`config.mk`:
```
export PLATFORM = sky130hd
export DESIGN_NAME = dmhq_cell
export DESIGN_NICKNAME = d
export VERILOG_FILES = /design/src/rtl/dmhq_pkg.sv /design/src/rtl/dmhq_cell.sv
export SDC_FILE = /design/constraint.sdc
export NUM_CORES = 1
export LEC_CHECK = 0
export ABC_AREA = 1
export BUFFER_PORTS_ARGS = -buffer_cell sky130_fd_sc_hd__buf_2
export CAP_MARGIN = 0
export CORE_AREA = 2 2 214 216
export DETAILED_ROUTE_END_ITERATION = 16
export DIE_AREA = 0 0 216 218
export PLACE_DENSITY = 0.46
export SYNTH_ARGS = -nofsm -noshare
export SYNTH_HDL_FRONTEND = slang
export SYNTH_SLANG_ARGS = --single-unit
```
`constraint.sdc`:
```
create_clock -name clk -period 26.7 [get_ports clk]
set_input_delay 1.335 -clock clk [delete_from_list [all_inputs] [get_ports clk]]
set_output_delay 1.335 -clock clk [all_outputs]
set_load 0.02 [all_outputs]
```
`src/rtl/dmhq_pkg.sv`:
```
// ----------------------------------------------------------------------------
// dmhq_pkg: shared types and constants of the deadline heap queue
// Request modes, status codes, payload structs of both channels, cell commands and FSM states.
// ----------------------------------------------------------------------------
package dmhq_pkg;

  localparam int DEF_CAPACITY = 256;

  localparam logic [1:0] MODE_SCHEDULE = 2'd0;
  localparam logic [1:0] MODE_CANCEL   = 2'd1;
  localparam logic [1:0] MODE_PEEK     = 2'd2;
  localparam logic [1:0] MODE_TAKE     = 2'd3;

  localparam logic [2:0] ST_OK        = 3'd0;
  localparam logic [2:0] ST_FULL      = 3'd1;
  localparam logic [2:0] ST_SEQ_EXH   = 3'd2;
  localparam logic [2:0] ST_NOT_FOUND = 3'd3;
  localparam logic [2:0] ST_BAD       = 3'd4;
  localparam logic [2:0] ST_EMPTY     = 3'd5;
  localparam logic [2:0] ST_FAULT     = 3'd6;

  typedef struct packed {
    logic [1:0]  mode;
    logic [63:0] deadline;
    logic [63:0] user_token;
    logic [8:0]  handle_slot_code;
    logic [15:0] handle_generation;
    logic [63:0] now_time;
  } req_t;

  typedef struct packed {
    logic [2:0]  status;
    logic [8:0]  result_slot_code;
    logic [15:0] result_generation;
    logic [63:0] result_deadline;
    logic [63:0] result_token;
    logic [8:0]  occupancy;
  } rsp_t;

  // Commands broadcast down the cell row
  typedef enum logic [1:0] {
    CMD_NOP,
    CMD_INSERT,
    CMD_REMOVE
  } cmd_e;

  // Control group from the top level to every cell
  typedef struct packed {
    cmd_e        cmd;
    logic [63:0] key_deadline;
    logic [63:0] key_sequence;
  } cell_ctl_t;

  typedef enum logic [2:0] {
    S_INIT,
    S_IDLE,
    S_ADDR,
    S_WORK,
    S_SHIFT,
    S_RESP
  } state_e;

endpackage

```
`src/rtl/dmhq_cell.sv`:
```
// ----------------------------------------------------------------------------
// dmhq_cell: one position of the sorted queue row
// Holds one entry keyed by deadline and sequence; shifts toward the tail on
// insert and toward the head on remove, one hop per cycle with its neighbor.
// ----------------------------------------------------------------------------
`default_nettype none
module dmhq_cell
  import dmhq_pkg::*;
#(
  parameter int SW = 8
) (
  input  wire logic            clk,
  input  wire logic            rst,
  input  wire cell_ctl_t       ctl,
  input  wire logic            shift_in_en,   // remove: take from tail neighbor
  input  wire logic            rm_here,       // remove starts at or before this cell
  input  wire logic            prev_valid,
  input  wire logic            prev_ahead,    // head neighbor is earlier than key
  input  wire logic [63:0]     prev_deadline,
  input  wire logic [63:0]     prev_sequence,
  input  wire logic [SW-1:0]   prev_slot,
  input  wire logic            nxt_valid,
  input  wire logic [63:0]     nxt_deadline,
  input  wire logic [63:0]     nxt_sequence,
  input  wire logic [SW-1:0]   nxt_slot,
  input  wire logic [SW-1:0]   new_slot,
  output logic                 valid,
  output logic                 ahead,         // this entry is earlier than key
  output logic [63:0]          deadline,
  output logic [63:0]          sequence_no,
  output logic [SW-1:0]        slot
);
  always_comb begin
    ahead = valid && ((deadline < ctl.key_deadline) ||
            ((deadline == ctl.key_deadline) && (sequence_no < ctl.key_sequence)));
  end

  always_ff @(posedge clk) begin
    if (rst) begin
      valid <= 1'b0;
    end else if (ctl.cmd == CMD_INSERT) begin
      if (!ahead && prev_ahead) begin
        valid       <= 1'b1;
        deadline    <= ctl.key_deadline;
        sequence_no <= ctl.key_sequence;
        slot        <= new_slot;
      end else if (!ahead && !prev_ahead && valid) begin
        // shift toward the tail
        valid       <= prev_valid;
        deadline    <= prev_deadline;
        sequence_no <= prev_sequence;
        slot        <= prev_slot;
      end else if (!valid && !prev_ahead) begin
        valid       <= prev_valid;
        deadline    <= prev_deadline;
        sequence_no <= prev_sequence;
        slot        <= prev_slot;
      end
    end else if (ctl.cmd == CMD_REMOVE && rm_here && shift_in_en) begin
      valid       <= nxt_valid;
      deadline    <= nxt_deadline;
      sequence_no <= nxt_sequence;
      slot        <= nxt_slot;
    end
  end
endmodule
`default_nettype wire

```
Word level (Yosys, flattened, before mapping)
Index checks and enable logic that the tools add are counted.
{ "classes": {"magnitude_cmp": 2, "n_eq_ne": 4, "mux": 20, "bitwise": 1, "reduce_logical": 15} }
{ "op_table": {"columns": ["op", "n"], "rows": [
  ["$mux 64", 10],
  ["$lt 64x64->1", 2],
  ["$eq 64x64->1", 1],
  ["$mux 8", 5],
  ["$logic_and 1x1->1", 8],
  ["$mux 1", 5],
  ["$ne 4x1->1 const B", 1],
  ["$logic_not 1->1", 3],
  ["$reduce_and 3->1", 1],
  ["$eq 2x1->1 const B", 1],
  ["$eq 2x2->1 const B", 1],
  ["$reduce_and 2->1", 1],
  ["$reduce_bool 2->1", 1],
  ["$logic_or 1x1->1", 1],
  ["$not 1->1", 1]
]} }
{ "totals": {"register_bits": 137, "input_bits": 417, "output_inout_bits": 138, "elab_cells": 46} }

Logic depth before layout (Yosys ltp)
{ "depth": {"ltp_word": 10, "mapped_depth": 22, "depth_no_buf": 20} }

Worst setup path after synthesis
Ideal clock, no wire load.
{ "synth_timing": {"path_kind": "input port to flip-flop", "from": "input ctl[111] (netlist name)", "to": "register deadline[0], enable pin", "setup_ns": 0.678, "t_arrival_ns": 9.270, "required_time_ns": 26.022, "setup_slack_ns": 16.752, "path_stages": 15, "n_path_buf": 1, "path_cell_list": "inv_1 -> ha_1 -> nand2_1 -> nor2_2 -> inv_2 -> nor3_2 -> nand3_1 -> nor4_2 -> nand2_1 -> nand2_1 -> nand2_1 -> nand2_2 -> buf_4 -> nand2_1 -> a21oi_1"} }
{ "synth_via": {"elab_chain_len": 9, "word_cells_on_any_way": 11, "cone_classes": "order compare (1); eq/ne (2); reduce/logical (8)"} }
{ "synth_lines": {"columns": ["element", "line", "rtl"], "rows": [
  ["start, declared", "dmhq_cell.sv:14", "input wire cell_ctl_t ctl,"],
  ["branches (longest 2 deep; another with $lt 64x64->1)", null, null],
  ["$logic_or 1x1->1 *", "dmhq_cell.sv:34", "ahead = valid && ((deadline < ctl.key_deadline) ||"],
  ["$logic_and 1x1->1 *", "dmhq_cell.sv:34", null],
  ["$logic_not 1->1 *", "dmhq_cell.sv:42, dmhq_cell.sv:47", null],
  ["$logic_and 1x1->1 (2 in a row)", "dmhq_cell.sv:47", "end else if (!ahead && !prev_ahead && valid) begin"],
  ["$ne 4x1->1 (no source line) *", null, null],
  ["$reduce_and 3->1 (no source line) *", null, null],
  ["end signal, assigned", "dmhq_cell.sv:44", "deadline <= ctl.key_deadline;"],
  ["end signal, assigned", "dmhq_cell.sv:50", "deadline <= prev_deadline;"],
  ["end signal, assigned", "dmhq_cell.sv:55", "deadline <= prev_deadline;"],
  ["end, declared", "dmhq_cell.sv:29", "output logic [63:0] deadline,"]
]} }
Every way passes the cells marked *.
A chain may end at the register's enable or synchronous reset.

Worst setup path after layout
{ "layout_timing": {"from": "input ctl[63] (netlist name)", "to": "register deadline[0] (data pin)"} }
{ "layout_via": {"elab_chain_len": 10, "word_cells_on_any_way": 11, "cone_classes": "order compare (1); mux (3); reduce/logical (7)"} }
{ "layout_lines": {"columns": ["element", "line", "rtl"], "rows": [
  ["$lt 64x64->1 *", "dmhq_cell.sv:35", "((deadline == ctl.key_deadline) && (sequence_no < ctl.key_sequence)));"],
  ["$logic_and 1x1->1 *", "dmhq_cell.sv:35", null],
  ["$logic_or 1x1->1 *", "dmhq_cell.sv:34", null],
  ["$logic_and 1x1->1 *", "dmhq_cell.sv:34", null],
  ["$logic_not 1->1 *", "dmhq_cell.sv:42, dmhq_cell.sv:47", null],
  ["$logic_and 1x1->1 (2 in a row)", "dmhq_cell.sv:47", null],
  ["$mux 64", "dmhq_cell.sv:47", null],
  ["$mux 64 *", "dmhq_cell.sv:42", "if (!ahead && prev_ahead) begin"],
  ["$mux 64 *", "dmhq_cell.sv:41", "end else if (ctl.cmd == CMD_INSERT) begin"]
]} }
Every way passes the cells marked *; elsewhere a longest branch is shown, timed or not.

==> metrics <==
status complete, no violations; measured slew at the worst slew-check pin a little over 1000 ps; fill cell count about 5k; synth unique cells 35; FMAX approximately 170 MHz; commonest cells after routing, fill and taps aside buf_2, nand2_1, a21oi_1; Hold/Removal Path Class flop to flop; Final HPWL DP between 30000 and 40000 um; Max rail drop VDD between 0.03 and 0.04 mV; period utilisation layout 21.53%; Largest stage delay, worst path 830 ps; Die Span Y between 200 and 250 um; die width 216 um; maximum fanout along the worst path approximately 90; CP Cell Sequence buf_2 > inv_1 > ha_1 > nand2_1 > nor2_1 > nand3_1 > nor4_1 > nand2_1 > nand2_1 > nand2_1 > nand2_8 > buf_4 > buf_4 > nand2_4 > nor2_1 > o21ai_1; vias in the first global route about 12k; Worst-Skew Late Latency 490 ps; Core ar. 44890 um2; clock transition at the registers of the reported paths around 60 ps; Clock Tree Root clkbuf_16; most frequent CP cell nand2_1; Max Clock Skew approximately 25 ps; final net count between 2k and 3k; largest net degree at the start of global routing 104; WL/cell about 18 um; io pins between 500 and 600; post-CTS resize count 0; Seq/Total Area, Yosys 36.80%; Buf+Inv Stages, Crit Path 4; dpl cell area around 14000 um2; Critical-path top delay cell buf_4; DR iter-0 viols between 600 and 700; Initial Util about a quarter; Final GP Congestion roughly 0.9; H-tree depth 4; total grt overflow 0; Mapped Nets slightly above 2k; setup total negative slack 0 ps; Max Cap Viol 0; Hold Fails Final Rpt 0; EDFF count, synth 136; DRC 0; Mapped Cells ~1.5k; ys async rst share 0%; gr usage total a little under 20%; Tmin final roughly 5700 ps; crit end category flop; CTS tree done; Rel. slew slack 31.03%; unrepaired setup endpoints after global routing no; die area 47090 um2; drt via density approximately 4.7; CTS sink cnt around 140; Ys Warns 0; row cnt slightly below 80; Power Total between 0.6 and 0.7 mW; Leakage between 7 and 8 nW; Port Buffers between 500 and 600; critical path class input port to flop; CP startpoint kind input port; PwrDens ~45 nW/um2; post-route ant nets 0; Hold Buf Count CTS 0; most common library cell in the layout ignoring fill and taps buf_2; Avg Inst Size Synth about 7.5 um2; initial antenna violation count 10; maximum buffer depth of the clock tree 2; Critical Path AT 5960 ps; DR vias ~12k; post-synthesis register bit count about 140; CTS Buf Count 17; global-route wire length before repair approximately 70000 um; iteration count of the initial detailed-routing pass 5; delay-heaviest family, CP simple AND/OR/NAND/NOR gates; Final Slew Violations 0; share of cells above drive strength 1 30.12%; Critical Path RT 26910 ps; WL final 47490 um; area grow syn2layout 33.37%; post-CTS setup buffer count 0; cell area after synthesis approximately 11000 um2; Design Area, Final around 15000 um2; setup violators final 0; top_reg_cell synth edfxtp_1
-- where the power goes --
group | internal (mW) | switching (mW)
Clock | 0.144 | 0.102
Sequential | 0.251 | 0.00569
Combinational | 0.0640 | 0.102
-- Yosys cell counts, drive strengths merged (2+ instances only) --
cell	count	area share (%)
nor3	4	0.22
ha	127	14
nor2	55	1.9
clkbuf	50	1.7
nand2	398	13
nor4	2	0.17
nand3	145	6.6
o21ai	155	7.0
or2	2	0.11
inv	170	5.7
edfxtp	136	37
buf	38	2.8
o21a	2	0.13
o21bai	2	0.13
nand4	6	0.34
a21oi	188	8.5
-- layer usage --
metal	wire, um	track usage, %	share of wire [%]	vias up
met4	1412	8.333	3.0	4
met1	19590	23.51	41	5584
met3	3476	5.802	7.3	70
li1	-	-	-	6003
met2	22980	33.03	48	446
met5	27	0	0.057	-
-- through the flow --
| stage | setup WS (ps) | utilization (%) | hold slack [ps] | cells |
|---|---|---|---|---|
| 2_1_floorplan | 16750 | - | 649.1 | 1485 |
| 3_3_place_gp | 20400 | 31.84 | 693.5 | 2561 |
| 3_5_place_dp | 20330 | 31.84 | 686.9 | 2561 |
| 4_1_cts | 20850 | 33.10 | 700.5 | 2592 |
| 5_1_grt | 20420 | 33.12 | 725.6 | 2595 |
| 6_report | 20950 | 33.13 | 680.2 | 2597 |
-- worst reg2reg max path, stage by stage, from the launching register on --
cell	delay (ps)
edfxtp_1	450
ha_1	340
nand2_1	70
nor2_1	240
nand3_1	160
nor4_1	440
nand2_1	120
nand2_1	130
nand2_1	150
nand2_8	410
buf_4	830
buf_4	930
nand2_4	460
nor2_1	180
o21ai_1	90
-- registers in the layout, summed over array words and instances (netlist names) --
register	cells
deadline	64
sequence_no	64
slot	8
valid	1
-- final cells by class --
class                           count  area (um2)  share of cell area [%]
Clock buffer                       20       436.7                   2.936
Inverter                          170       640.6                   4.307
Multi-Input combinational cell   1090        5942                   39.95
Antenna cell                        5       12.51                 0.08413
Sequential cell                   137        4104                   27.59
Clock inverter                     11       130.1                  0.8749
Tap cell                          600       750.7                   5.048
Timing Repair Buffer              564        2856                   19.21
-- final timing paths --
kind,start,endpoint,slack [ps],depth (start not counted)
hold / removal,valid,valid,680,4
hold reg to reg,valid,valid,680,4
setup / recovery,ctl[63],deadline[0],20950,16
setup reg to reg,sequence_no[63],deadline[0],21440,14
-- logic make-up after synthesis --
| kind of cell | after synthesis | share of synthesized area [%] |
|---|---|---|
| buffers and inverters | 258 | 10.21 |
| AND/OR/NAND/NOR | 614 | 22.91 |
| adder cells (fa/ha/maj) | 127 | 14.25 |
| AO/OA/AOI/OAI | 349 | 15.83 |
| flip-flops | 137 | 36.80 |
Power figures use the tool's default switching activity.
